===== src/rtl/kcfc_pkg.sv =====
// ----------------------------------------------------------------------------
// kcfc_pkg
// Shared constants, codes, reply record and CRC-8 step for the keyed command
// frame checker.
// ----------------------------------------------------------------------------
`default_nettype none

package kcfc_pkg;

  localparam logic [7:0] HDR0          = 8'hA3;
  localparam logic [7:0] HDR1          = 8'hA4;
  localparam logic [7:0] SCR_OFS       = 8'h32;
  localparam logic [7:0] KEY_OFS       = 8'h28;
  localparam logic [7:0] ERR_CMD       = 8'h10;
  localparam logic [7:0] CMD_GETKEY    = 8'h01;
  localparam logic [7:0] CMD_FIRST     = 8'h20;
  localparam logic [7:0] CMD_UNLOCK    = 8'h21;
  localparam logic [7:0] CMD_LOCK      = 8'h22;
  localparam logic [7:0] CMD_LAMP      = 8'h23;
  localparam logic [7:0] CMD_LAST      = 8'h24;
  localparam logic [7:0] CRC_POLY_REFL = 8'h8C;
  localparam logic [7:0] PW_MIN_LEN    = 8'd8;

  localparam int unsigned CNT_W = 9;
  localparam logic [CNT_W-1:0] COUNT_MAX      = '1;
  localparam logic [CNT_W-1:0] FRAME_OVERHEAD = 9'd6;

  // Reply body holds all plaintext bytes ahead of the CRC
  localparam int unsigned BODY_BYTES = 8;
  localparam int unsigned IDX_W      = 4;
  localparam logic [IDX_W-1:0] SCR_FIRST   = 4'd4;
  localparam logic [IDX_W-1:0] CRC_IDX_STD = 4'd7;
  localparam logic [IDX_W-1:0] CRC_IDX_KEY = 4'd8;

  localparam int unsigned PW_W   = 63;

  typedef enum logic [7:0] {
    ERR_CRC         = 8'd1,
    ERR_NO_KEY      = 8'd2,
    ERR_KEY_WRONG   = 8'd3,
    ERR_HEADER      = 8'd4,
    ERR_LENGTH      = 8'd5,
    ERR_CMD_UNKNOWN = 8'd6
  } err_code_e;

  typedef enum logic [2:0] {
    ACT_NONE       = 3'd0,
    ACT_UNLOCK     = 3'd1,
    ACT_LOCK       = 3'd2,
    ACT_LAMP       = 3'd3,
    ACT_REBOOT     = 3'd4,
    ACT_SET_SERVER = 3'd5,
    ACT_DISCONNECT = 3'd6
  } action_e;

  typedef enum logic [0:0] {
    CFG_RAND     = 1'b0,
    CFG_PASSWORD = 1'b1
  } cfg_index_e;

  typedef struct packed {
    logic [BODY_BYTES-1:0][7:0] body;     // body[0] goes out first
    logic                       nine;     // 9-byte reply (get-key)
    action_e                    action;
    logic [7:0]                 scramble;
  } reply_t;

  function automatic logic [7:0] crc_byte(input logic [7:0] crc, input logic [7:0] b);
    logic [7:0] c;
    c = crc ^ b;
    for (int i = 0; i < 8; i++) begin
      c = c[0] ? ((c >> 1) ^ CRC_POLY_REFL) : (c >> 1);
    end
    return c;
  endfunction

endpackage

`default_nettype wire


===== src/rtl/kcfc_reply_tx.sv =====
// ----------------------------------------------------------------------------
// kcfc_reply_tx
// Serializes one reply: sends the body bytes, scrambling from byte 4 on, and
// appends the CRC-8 taken over the plaintext.
// ----------------------------------------------------------------------------
`default_nettype none

module kcfc_reply_tx
  import kcfc_pkg::*;
(
  input  wire logic        clk_i,
  input  wire logic        rst_ni,
  input  wire logic        load_i,
  input  wire reply_t      reply_i,
  output logic             busy_o,
  output logic             tx_valid_o,
  input  wire logic        tx_ready_i,
  output logic [7:0]       tx_byte_o,
  output logic             tx_last_o,
  output logic [2:0]       tx_action_o
);

  logic                       busy_q;
  logic [BODY_BYTES-1:0][7:0] body_q;
  logic [IDX_W-1:0]           idx_q;
  logic [7:0]                 crc_q;
  logic                       nine_q;
  action_e                    action_q;
  logic [7:0]                 scr_q;

  logic       out_vld_q;
  logic [7:0] out_byte_q;
  logic       out_last_q;
  logic [2:0] out_act_q;

  logic             step;
  logic             at_crc;
  logic [IDX_W-1:0] crc_idx;
  logic [7:0]       body_tx;

  assign crc_idx = nine_q ? CRC_IDX_KEY : CRC_IDX_STD;
  assign at_crc  = (idx_q == crc_idx);
  assign step    = busy_q && (!out_vld_q || tx_ready_i);
  assign body_tx = body_q[0] ^ ((idx_q >= SCR_FIRST) ? scr_q : 8'h00);

  always_ff @(posedge clk_i or negedge rst_ni) begin
    if (!rst_ni) begin
      busy_q     <= 1'b0;
      out_vld_q  <= 1'b0;
      idx_q      <= '0;
      crc_q      <= '0;
      nine_q     <= 1'b0;
      action_q   <= ACT_NONE;
      scr_q      <= '0;
      body_q     <= '0;
      out_byte_q <= '0;
      out_last_q <= 1'b0;
      out_act_q  <= '0;
    end else begin
      if (load_i) begin
        busy_q   <= 1'b1;
        body_q   <= reply_i.body;
        idx_q    <= '0;
        crc_q    <= '0;
        nine_q   <= reply_i.nine;
        action_q <= reply_i.action;
        scr_q    <= reply_i.scramble;
      end else if (step) begin
        if (at_crc) begin
          out_byte_q <= crc_q;
          out_last_q <= 1'b1;
          out_act_q  <= action_q;
          busy_q     <= 1'b0;
        end else begin
          out_byte_q <= body_tx;
          out_last_q <= 1'b0;
          out_act_q  <= ACT_NONE;
          crc_q      <= crc_byte(crc_q, body_q[0]);
          body_q     <= {8'h00, body_q[BODY_BYTES-1:1]};
          idx_q      <= idx_q + 1'b1;
        end
      end

      if (step) begin
        out_vld_q <= 1'b1;
      end else if (tx_ready_i) begin
        out_vld_q <= 1'b0;
      end
    end
  end

  assign busy_o      = busy_q;
  assign tx_valid_o  = out_vld_q;
  assign tx_byte_o   = out_byte_q;
  assign tx_last_o   = out_last_q;
  assign tx_action_o = out_act_q;

endmodule

`default_nettype wire


===== config.mk =====
export PLATFORM = sky130hd
export DESIGN_NAME = kcfc_reply_tx
export DESIGN_NICKNAME = d
export VERILOG_FILES = /design/src/rtl/kcfc_pkg.sv /design/src/rtl/kcfc_reply_tx.sv
export SDC_FILE = /design/constraint.sdc
export NUM_CORES = 1
export LEC_CHECK = 0
export BUFFER_PORTS_ARGS = -buffer_cell sky130_fd_sc_hd__buf_2
export CORE_UTILIZATION = 40
export CTS_BUF_LIST = sky130_fd_sc_hd__clkbuf_8 sky130_fd_sc_hd__clkbuf_16
export CTS_CLUSTER_DIAMETER = 60
export DETAILED_ROUTE_END_ITERATION = 10
export MAX_ROUTING_LAYER = met4
export SYNTH_ARGS = -nofsm -noshare
export SYNTH_HDL_FRONTEND = slang
export SYNTH_SLANG_ARGS = --single-unit

===== constraint.sdc =====
create_clock -name clk_i -period 4.1 [get_ports clk_i]
set_clock_uncertainty 0.1 [all_clocks]
set_input_delay 0.82 -clock clk_i [delete_from_list [all_inputs] [get_ports clk_i]]
set_output_delay 0.82 -clock clk_i [all_outputs]
set_load 0.01 [all_outputs]

==> results of run 1 <==
per-layer routing:
| metal | track usage (%) | vias up | routed length [um] | share of wire [%] |
|---|---|---|---|---|
| li1 | - | 1984 | - | - |
| met4 | 5.81 | 0 | 204 | 1.6 |
| met2 | 32.0 | 127 | 6110 | 48 |
| met3 | 4.67 | 16 | 599 | 4.7 |
| met1 | 27.7 | 2027 | 5740 | 45 |
| met5 | - | - | 0 | 0 |
cells by family (layout without fill, tap and decap cells):
family / count (synthesis) / in the layout / share of synthesized area (%)
compound gates: 219 / 219 / 26.0
fa+ha+maj: 1 / 1 / 0.239
xor+xnor: 29 / 29 / 6.35
flops: 102 / 102 / 48.9
mux: 14 / 14 / 3.02
simple gates: 96 / 96 / 10.4
buf+inv: 51 / 119 / 5.10
power breakdown:
part	switching, mW	internal, mW	total [mW]
Sequential	0.0930	1.13	1.22
Clock	0.380	0.507	0.887
Combinational	0.322	0.404	0.727
Total	0.795	2.04	2.84
worst max-delay path, stage by stage, from the launching register on:
cell and delay [ns]:
dfrtp_1 0.53, nand4bb_1 0.25, o32a_2 0.73, buf_4 0.44, a31oi_1 0.16, a21oi_1 0.19
final cells by class:
class,instances,share of cell area (%)
Clock buffer,11,4.18
Clock inverter,5,0.952
Inverter,2,0.124
Multi-Input combinational cell,359,40.0
Sequential cell,102,42.2
Tap cell,172,3.56
Timing Repair Buffer,101,8.98
placed cells by master (no fill, tap or decap), types with 3 or more instances in the layout:
| cell type | instances |
|---|---|
| nand2_1 | 5 |
| dfrtp_1 | 102 |
| a31oi_1 | 56 |
| xnor2_2 | 3 |
| o21ai_0 | 69 |
| mux2_2 | 13 |
| nor2b_1 | 58 |
| xnor2_1 | 19 |
| xnor3_1 | 4 |
| a21oi_1 | 58 |
| buf_2 | 91 |
| buf_4 | 9 |
| xor2_1 | 3 |
| nor2_1 | 19 |
| a22o_1 | 15 |
| nand3_1 | 3 |
| clkbuf_16 | 9 |
| o21ai_1 | 7 |
| o41ai_2 | 8 |
stage by stage:
step / cells / area, um^2 / setup slack, ns / utilization [%] / hold WS [ns]
4_1_cts: 752 / 6050 / 1.59 / 47.7 / 0.406
2_1_floorplan: 512 / 5230 / 2.05 / - / 0.363
3_3_place_gp: 736 / 5740 / 1.39 / 45.3 / 0.380
3_5_place_dp: 736 / 5740 / 1.33 / 45.3 / 0.386
5_1_grt: 752 / 6050 / 1.41 / 47.7 / 0.424
6_report: 752 / 6050 / 1.58 / 47.7 / 0.403
flip-flops by register name (all words and copies together), names as in the netlist:
signal / count
idx_q: 4
body_q: 64
tx_action_o: 3
nine_q: 1
tx_valid_o: 1
crc_q: 8
tx_last_o: 1
action_q: 3
scr_q: 8
tx_byte_o: 8
busy_o: 1
path summary, 6_finish.rpt:
| path | from | endpoint | slack, ns | cells after the start |
|---|---|---|---|---|
| max in group asynchronous | rst_ni | body_q[53] | 2.63 | 2 |
| min in group asynchronous | rst_ni | scr_q[1] | 0.42 | 1 |
| worst min register to register | body_q[57] | body_q[57] | 0.40 | 1 |
| worst max register to register | idx_q[3] | body_q[48] | 1.58 | 5 |
| worst max-delay path | idx_q[3] | body_q[48] | 1.58 | 5 |
| worst min-delay path | body_q[57] | body_q[57] | 0.40 | 1 |
==> results.yml, run 1 <==
setup_path:
  arrival_ns: 2.70
  path_max_fanout: 39
  start_kind: "flop"
  endpoint_kind: "flop"
  crit_type: "flop to flop"
  crit_required_ns: 4.28
clock_network:
  cts_max_level: 3
  clk_pin_slew_ns: 0.07
  cts_inserted_buffers: 9
  post_cts_buffers: 0
  clock_path_buffers: 2
  insertion_delay_ns: 0.35
  cts_sinks: 102
  cts_hold_buf: 0
  cts_tree: "built"
  cts_resized: 0
  clockRootBuffer: "clkbuf_16"
layout:
  antenna_cells_inserted: 0
  drive_above_1_share_pct: 25.5
  fill_cells: 1215
  register_area_um2: 2550
  multi_input_area_um2: 2420
  areaGrowthSynthToFinish_pct: 15.7
  layout.nets: 656
routing:
  drt_iter0_markers: 299
  drc: 0
  num_vias: 4154
  dr.pass1.iters: 5
  ant_nets: 0
  avgRoutedWirePerCell_um: 16.8
  wl_um: 12700
  viasPerCell: 5.52
die:
  core_area_um2: 12700
  dieWidth_um: 116
  placementRows: 41
  ios: 94
  dieArea_um2: 13500
  initial_utilization_pct: 41.2
  die_h_um: 116
sta:
  rsz0062_at_grt: "no"
  worst_pin_slew_ns: 1.09
  finalSetupViolations: 0
  period_share_pct: 61.5
  max_freq_mhz: 397
  slew_viol_final: 0
  fin_setup_tns_ns: 0
  finalHoldViolations: 0
  relSlewSlack_pct: 27.4
  fin_crit_ns: 2.52
run:
  max-cap-violations: 0
power_and_ir_drop:
  p_total_mw: 2.84
  ir_drop_v: 0.000221
  p_per_area_nw_per_um2: 469
  leakage_nw: 2.57
hold_path:
  hold_path.class: "flop to flop"
synthesis:
  syn_inst: 512
  netlist_top_cells_area: "dfrtp_1 49%, nor2b_1 6.9%, a31oi_1 6.7%"
  synth_top_cell_by_area: "dfrtp_1"
  syn_nets: 593
  synth-edff-count: 0
  synth_cell_types: 36
  yosysWarnings: 0
  synth_seq_cells: 102
  synthFlopType: "dfrtp_1"
  synth_most_common_cell: "dfrtp_1"
  yosys.area.top_type_share_pct: 48.9
  async_flop_share_pct: 100
  synth.top_cells.by_count: "102 x dfrtp_1, 69 x o21ai_0, 58 x a21oi_1, 58 x nor2b_1, 56 x a31oi_1"
  ys_seq_area_share_pct: 48.9
  avgSynthCellArea_um2: 10.2
  synthesis.area_um2: 5230
global_route:
  antenna_found_initial: 0
  grt_max_degree: 116
  grt_usage_pct: 20.8
  grt_overflow: 0
  grt_pass1_wl_um: 20900
  grt_pass1_vias: 4085
placed_design:
  routabilityCongestion: 0.776
  portBuffers: 93
  dpl.hpwl_um: 8230
status:
  outcome: "completed"
(Power assumes the default switching activity.)
==> inputs of run 2 (changes only) <==
ABC_AREA = 1   (was default)
clock period = 2.4 ns   (was 4.1 ns; I/O delays follow)
==> results.yml, run 2 <==
status:
  outcome: "completed"
clock_network:
  clk_pin_slew_ns: 0.07
  clock_path_buffers: 2
  cts_tree: "built"
  clockRootBuffer: "clkbuf_16"
  cts_hold_buf: 0
  cts_resized: 0
  post_cts_buffers: 0
  cts_inserted_buffers: 9
  cts_max_level: 3
  cts_sinks: 102
  insertion_delay_ns: 0.34
synthesis:
  yosys.area.top_type_share_pct: 53.8
  synth-edff-count: 0
  synth.top_cells.by_count: "286 x nand2_1, 102 x dfrtp_1, 54 x nand3_1, 34 x inv_1, 21 x o211ai_1"
  synth_seq_cells: 102
  syn_inst: 588
  synth_simple_gate_area_share_pct: 30.7
  synth_cell_types: 26
  yosysWarnings: 0
  syn_nets: 669
  ys_seq_area_share_pct: 53.8
  synth_top_family_by_area: "simple AND/OR/NAND/NOR gates"
  synth_most_common_cell: "nand2_1"
  synthAdderAreaFrac_pct: 0.264
  synth_xor_area_share_pct: 2.58
  synthMuxAreaShare_pct: 0
  synthFlopType: "dfrtp_1"
  synth_compound_area_share_pct: 6.85
  netlist_top_cells_area: "dfrtp_1 54%, nand2_1 23%, nand3_1 5.7%"
  avgSynthCellArea_um2: 8.07
  synthesis.area_um2: 4750
  async_flop_share_pct: 100
  synth_top_cell_by_area: "dfrtp_1"
routing:
  dr.pass1.iters: 4
  drc: 0
  drt_iter0_markers: 220
  avgRoutedWirePerCell_um: 13.7
  ant_nets: 0
  num_vias: 4046
  viasPerCell: 4.92
  wl_um: 11200
die:
  ios: 94
  dieWidth_um: 111
  die_h_um: 111
  placementRows: 39
  dieArea_um2: 12300
  core_area_um2: 11500
  initial_utilization_pct: 41.4
power_and_ir_drop:
  ir_drop_v: 0.000338
  p_int_mw: 3.06
  p_seq_share_pct: 47.1
  switching_share_pct: 29.2
  netSwitchingPower_mw: 1.26
  p_per_area_nw_per_um2: 767
  comb_power_share_pct: 19.8
  leakage_nw: 2.91
  power_frac_clock_pct: 33.0
  p_total_mw: 4.33
sta:
  finalWorstSetupSlack_ns: 0.398
  finalSetupViolations: 0
  relSlewSlack_pct: 54.1
  hold_ws_ns: 0.0848
  fin_setup_tns_ns: 0
  fin_crit_ns: 2.00
  finalHoldViolations: 0
  period_share_pct: 83.4
  max_freq_mhz: 499
  rsz0062_at_grt: "no"
  worst_pin_slew_ns: 0.688
  slew_viol_final: 0
global_route:
  antenna_found_initial: 0
  grt_pass1_vias: 3946
  grt_overflow: 0
  grt_pass1_wl_um: 18800
  grt_usage_pct: 19.7
  grt_max_degree: 55
layout:
  areaGrowthSynthToFinish_pct: 18.9
  utilization_pct: 49.2
  drive_above_1_share_pct: 18.1
  largest_register_ffs: 64
  final_cell_mix: "286 x nand2_1, 102 x dfrtp_1, 92 x buf_2"
  layout_commonest_cell: "nand2_1"
  layout.nets: 757
  top_register: "body_q"
  final_area_um2: 5640
  antenna_cells_inserted: 0
  fill_cells: 1135
  fin_cells: 822
placed_design:
  portBuffers: 93
  dpl.hpwl_um: 8090
  dpl_worst_slack_ns: 0.429
  routabilityCongestion: 0.840
  dp.cells: 808
  place_area_um2: 5350
setup_path:
  crit_type: "flop to flop"
  path_depth: 8
  reg2reg_from: "idx_q[2]"
  crit_required_ns: 2.55
  path_max_fanout: 52
  slowest_delay_ns: 0.53
  rrSetupSlack_ns: 0.40
  crit_end: "body_q[40]"
  path_buf_inv: 1
  path_cells: "inv_2 > nor3_4 > nand3_1 > nand2_2 > nor2_2 > nor2_8 > nand2_1 > o211ai_1"
  critPathLaunch: "idx_q[2]"
  r2r_end: "body_q[40]"
  r2r_cells: 8
  arrival_ns: 2.15
  start_kind: "flop"
  cp_top_family: "simple AND/OR/NAND/NOR gates"
  crit_slowest_cell: "nor2_8"
  endpoint_kind: "flop"
hold_path:
  hold_path.class: "input port to asynchronous set/reset pin"
run:
  max-cap-violations: 0
run 2: cell types whose count changed after synthesis, moves of 21 or more:
| cell | change |
|---|---|
| a21oi_1 | -55 |
| a31oi_1 | -56 |
| inv_1 | +32 |
| nand2_1 | +280 |
| nand3_1 | +51 |
| nor2b_1 | -58 |
| o211ai_1 | +21 |
| o21ai_0 | -49 |
run 2: logic make-up after synthesis:
family / after synthesis
DFF: 102
buffers and inverters: 62
xor gates and xnor gates: 14
AOI/OAI and AO/OA: 52
adders and majority gates: 1
and+or+nand+nor: 357
run 2: power by group through the flow:
stage / Sequential (mW) / Clock (mW) / Combinational [mW]
6_report: 2.04 / 1.43 / 0.859
2_1_floorplan: 2.05 / 0 / 0.594
3_3_place_gp: 2.07 / 0 / 0.839
5_1_grt: 2.06 / 1.54 / 0.987
3_5_place_dp: 2.07 / 0 / 0.865
4_1_cts: 2.04 / 1.47 / 0.869
run 2: area by class of cell:
cell class | count | area [um^2] | area share (%)
well taps | 143 | 179 | 3.17
multi-input cells | 424 | 1920 | 34.0
clock inverters | 4 | 50.0 | 0.887
inverters | 36 | 135 | 2.40
repair buffers | 103 | 568 | 10.1
clock buffers | 10 | 239 | 4.24
flip-flops and latches | 102 | 2550 | 45.3
run 2: how the worst min path moves through the flow:
stage,start,endpoint,depth (start not counted)
floorplan,rst_ni,action_q[0],0
global placement,body_q[57],body_q[57],2
detailed placement,tx_last_o,tx_last_o,2
CTS,rst_ni,tx_byte_o[0],1
global route,rst_ni,tx_action_o[0],1
finish,rst_ni,tx_action_o[0],1
run 2: per-layer routing:
| metal | up-vias | global-route usage, % | wire (um) |
|---|---|---|---|
| met5 | - | - | 0 |
| met4 | 0 | 5.51 | 108 |
| met3 | 8 | 3.17 | 389 |
| met2 | 75 | 32.3 | 5590 |
| met1 | 1933 | 25.3 | 5130 |
| li1 | 2030 | - | - |
run 2: worst reg2reg max path, stage by stage, from the launching register on:
cell and delay [ns]:
dfrtp_1 0.39, inv_2 0.08, nor3_4 0.21, nand3_1 0.11
nand2_2 0.13, nor2_2 0.11, nor2_8 0.53, nand2_1 0.13
o211ai_1 0.12
==> inputs of run 3 (changes only) <==
ABC_AREA = 0   (was 1)
clock period = 1.9 ns   (was 2.4 ns; I/O delays follow)
==> results.yml, run 3 (synthesis gave the netlist of run 1 again) <==
status:
  outcome: "completed"
routing:
  wl_um: 12900
  viasPerCell: 5.42
  drc: 0
  dr.pass1.iters: 4
  ant_nets: 0
  avgRoutedWirePerCell_um: 16.7
  drt_iter0_markers: 249
  num_vias: 4186
global_route:
  grt_max_degree: 57
  grt_usage_pct: 20.7
  antenna_found_initial: 0
  grt_overflow: 0
  grt_pass1_vias: 4060
  grt_pass1_wl_um: 20700
layout:
  antenna_cells_inserted: 0
  final_cell_mix: "101 x dfrtp_1, 91 x buf_2, 69 x o21ai_0"
  top_register: "body_q"
  layout.nets: 677
  largest_register_ffs: 64
  final_area_um2: 6320
  drive_above_1_share_pct: 28.1
  utilization_pct: 49.8
  fill_cells: 1205
  areaGrowthSynthToFinish_pct: 20.9
  layout_commonest_cell: "dfrtp_1"
hold_path:
  worstHoldStart: "reply_i[73]"
  hold_path.class: "input port to flop"
  hold_depth: 2
  min_to: "body_q[61]"
power_and_ir_drop:
  comb_power_share_pct: 26.9
  leakage_nw: 2.71
  p_seq_share_pct: 42.7
  ir_drop_v: 0.000505
  p_total_mw: 6.19
  p_int_mw: 4.47
  switching_share_pct: 27.8
  p_per_area_nw_per_um2: 980
  power_frac_clock_pct: 30.4
  netSwitchingPower_mw: 1.72
die:
  core_area_um2: 12700
  initial_utilization_pct: 41.2
  dieArea_um2: 13500
  die_h_um: 116
  placementRows: 41
  dieWidth_um: 116
  ios: 94
setup_path:
  crit_type: "flop to flop"
  start_kind: "flop"
  r2r_cells: 5
  r2r_end: "body_q[5]"
  reg2reg_from: "idx_q[0]"
  arrival_ns: 1.96
  crit_slowest_cell: "dfrtp_1"
  rrSetupSlack_ns: 0.07
  cp_top_family: "compound AO/OA/AOI/OAI gates"
  endpoint_kind: "flop"
  slowest_delay_ns: 0.42
  path_buf_inv: 1
  crit_required_ns: 2.03
  path_max_fanout: 54
  path_cells: "nand3_2 > o32a_2 > buf_12 > a31oi_1 > a21oi_1"
sta:
  finalSetupViolations: 0
  relSlewSlack_pct: 48.2
  rsz0062_at_grt: "no"
  max_freq_mhz: 546
  finalHoldViolations: 0
  worst_pin_slew_ns: 0.771
  fin_crit_ns: 1.83
  slew_viol_final: 0
  fin_setup_tns_ns: 0
  finalWorstSetupSlack_ns: 0.0680
  period_share_pct: 96.4
placed_design:
  dpl_worst_slack_ns: 0.0343
  dpl.hpwl_um: 8870
  place_area_um2: 5970
  portBuffers: 93
  routabilityCongestion: 0.817
clock_network:
  clk_pin_slew_ns: 0.07
  insertion_delay_ns: 0.35
  cts_inserted_buffers: 9
  clockRootBuffer: "clkbuf_16"
  clock_path_buffers: 2
  cts_max_level: 3
  cts_tree: "built"
  cts_sinks: 102
run:
  max-cap-violations: 0
## run 3: changes by cell type in the layout (fill, tap and decap cells not counted), moves of 13 or more
cell / change
nand2_1: -281
mux2_2: +13
a21oi_1: +55
inv_1: -32
nand3_1: -51
o21ai_0: +49
a31oi_1: +56
nor2b_1: +58
o211ai_1: -21
a22o_1: +15
xnor2_1: +13
## run 3: per-stage QoR
step | cells | hold WS [ns]
after floorplan | 512 | -0.0156
after global placement | 755 | 0.100
after detailed placement | 755 | 0.0962
after global routing | 773 | 0.156
after CTS | 772 | 0.147
final | 773 | 0.157
## run 3: worst max path at each step
stage	start	endpoint	slack, ns	cells past startpoint
floorplan	body_q[0]	crc_q[4]	0.13	4
detailed placement	body_q[0]	crc_q[4]	0.03	4
finish	idx_q[0]	body_q[5]	0.07	5
global route	idx_q[0]	body_q[6]	0.003	5
global placement	idx_q[1]	body_q[6]	0.09	5
CTS	body_q[0]	crc_q[4]	0.03	4
## run 3: power by group through the flow
stage               combinational (mW)  clock [mW]  sequential, mW
global placement                  1.62           0            2.67
detailed placement                1.65           0            2.68
finish                            1.66        1.88            2.64
floorplan                         1.23           0            2.63
global route                      1.80        2.03            2.68
CTS                               1.67        1.92            2.64
## run 3: worst reg2reg max path: cells and delay by family (launching register included)
family,cells,cell delay (ns)
AOI/OAI and AO/OA,3,0.83
buffers and inverters,1,0.21
DFF,1,0.42
and+or+nand+nor,1,0.16
## run 3: area by class of cell
| class | count | area (um^2) | share of cell area [%] |
|---|---|---|---|
| flip-flops and latches | 102 | 2550 | 40.4 |
| multi-input cells | 360 | 2450 | 38.8 |
| repair buffers | 121 | 787 | 12.5 |
| clock buffers | 11 | 253 | 4.00 |
| well taps | 172 | 215 | 3.41 |
| clock inverters | 5 | 48.8 | 0.773 |
| inverters | 2 | 7.51 | 0.119 |
## run 3: repair_timing
action,CTS,global route
buffers inserted,0,0
endpoints found under the setup margin,0,37
endpoints found under the hold margin,102,0
hold buffers,1,0
gates resized for setup,0,4
## run 3: per-layer routing
layer	vias to the layer above	track usage [%]	wire length, um
met2	88	31.9	6150
met1	2054	28.0	6150
li1	2030	-	-
met4	0	6.92	189
met3	14	3.01	436
met5	-	-	0
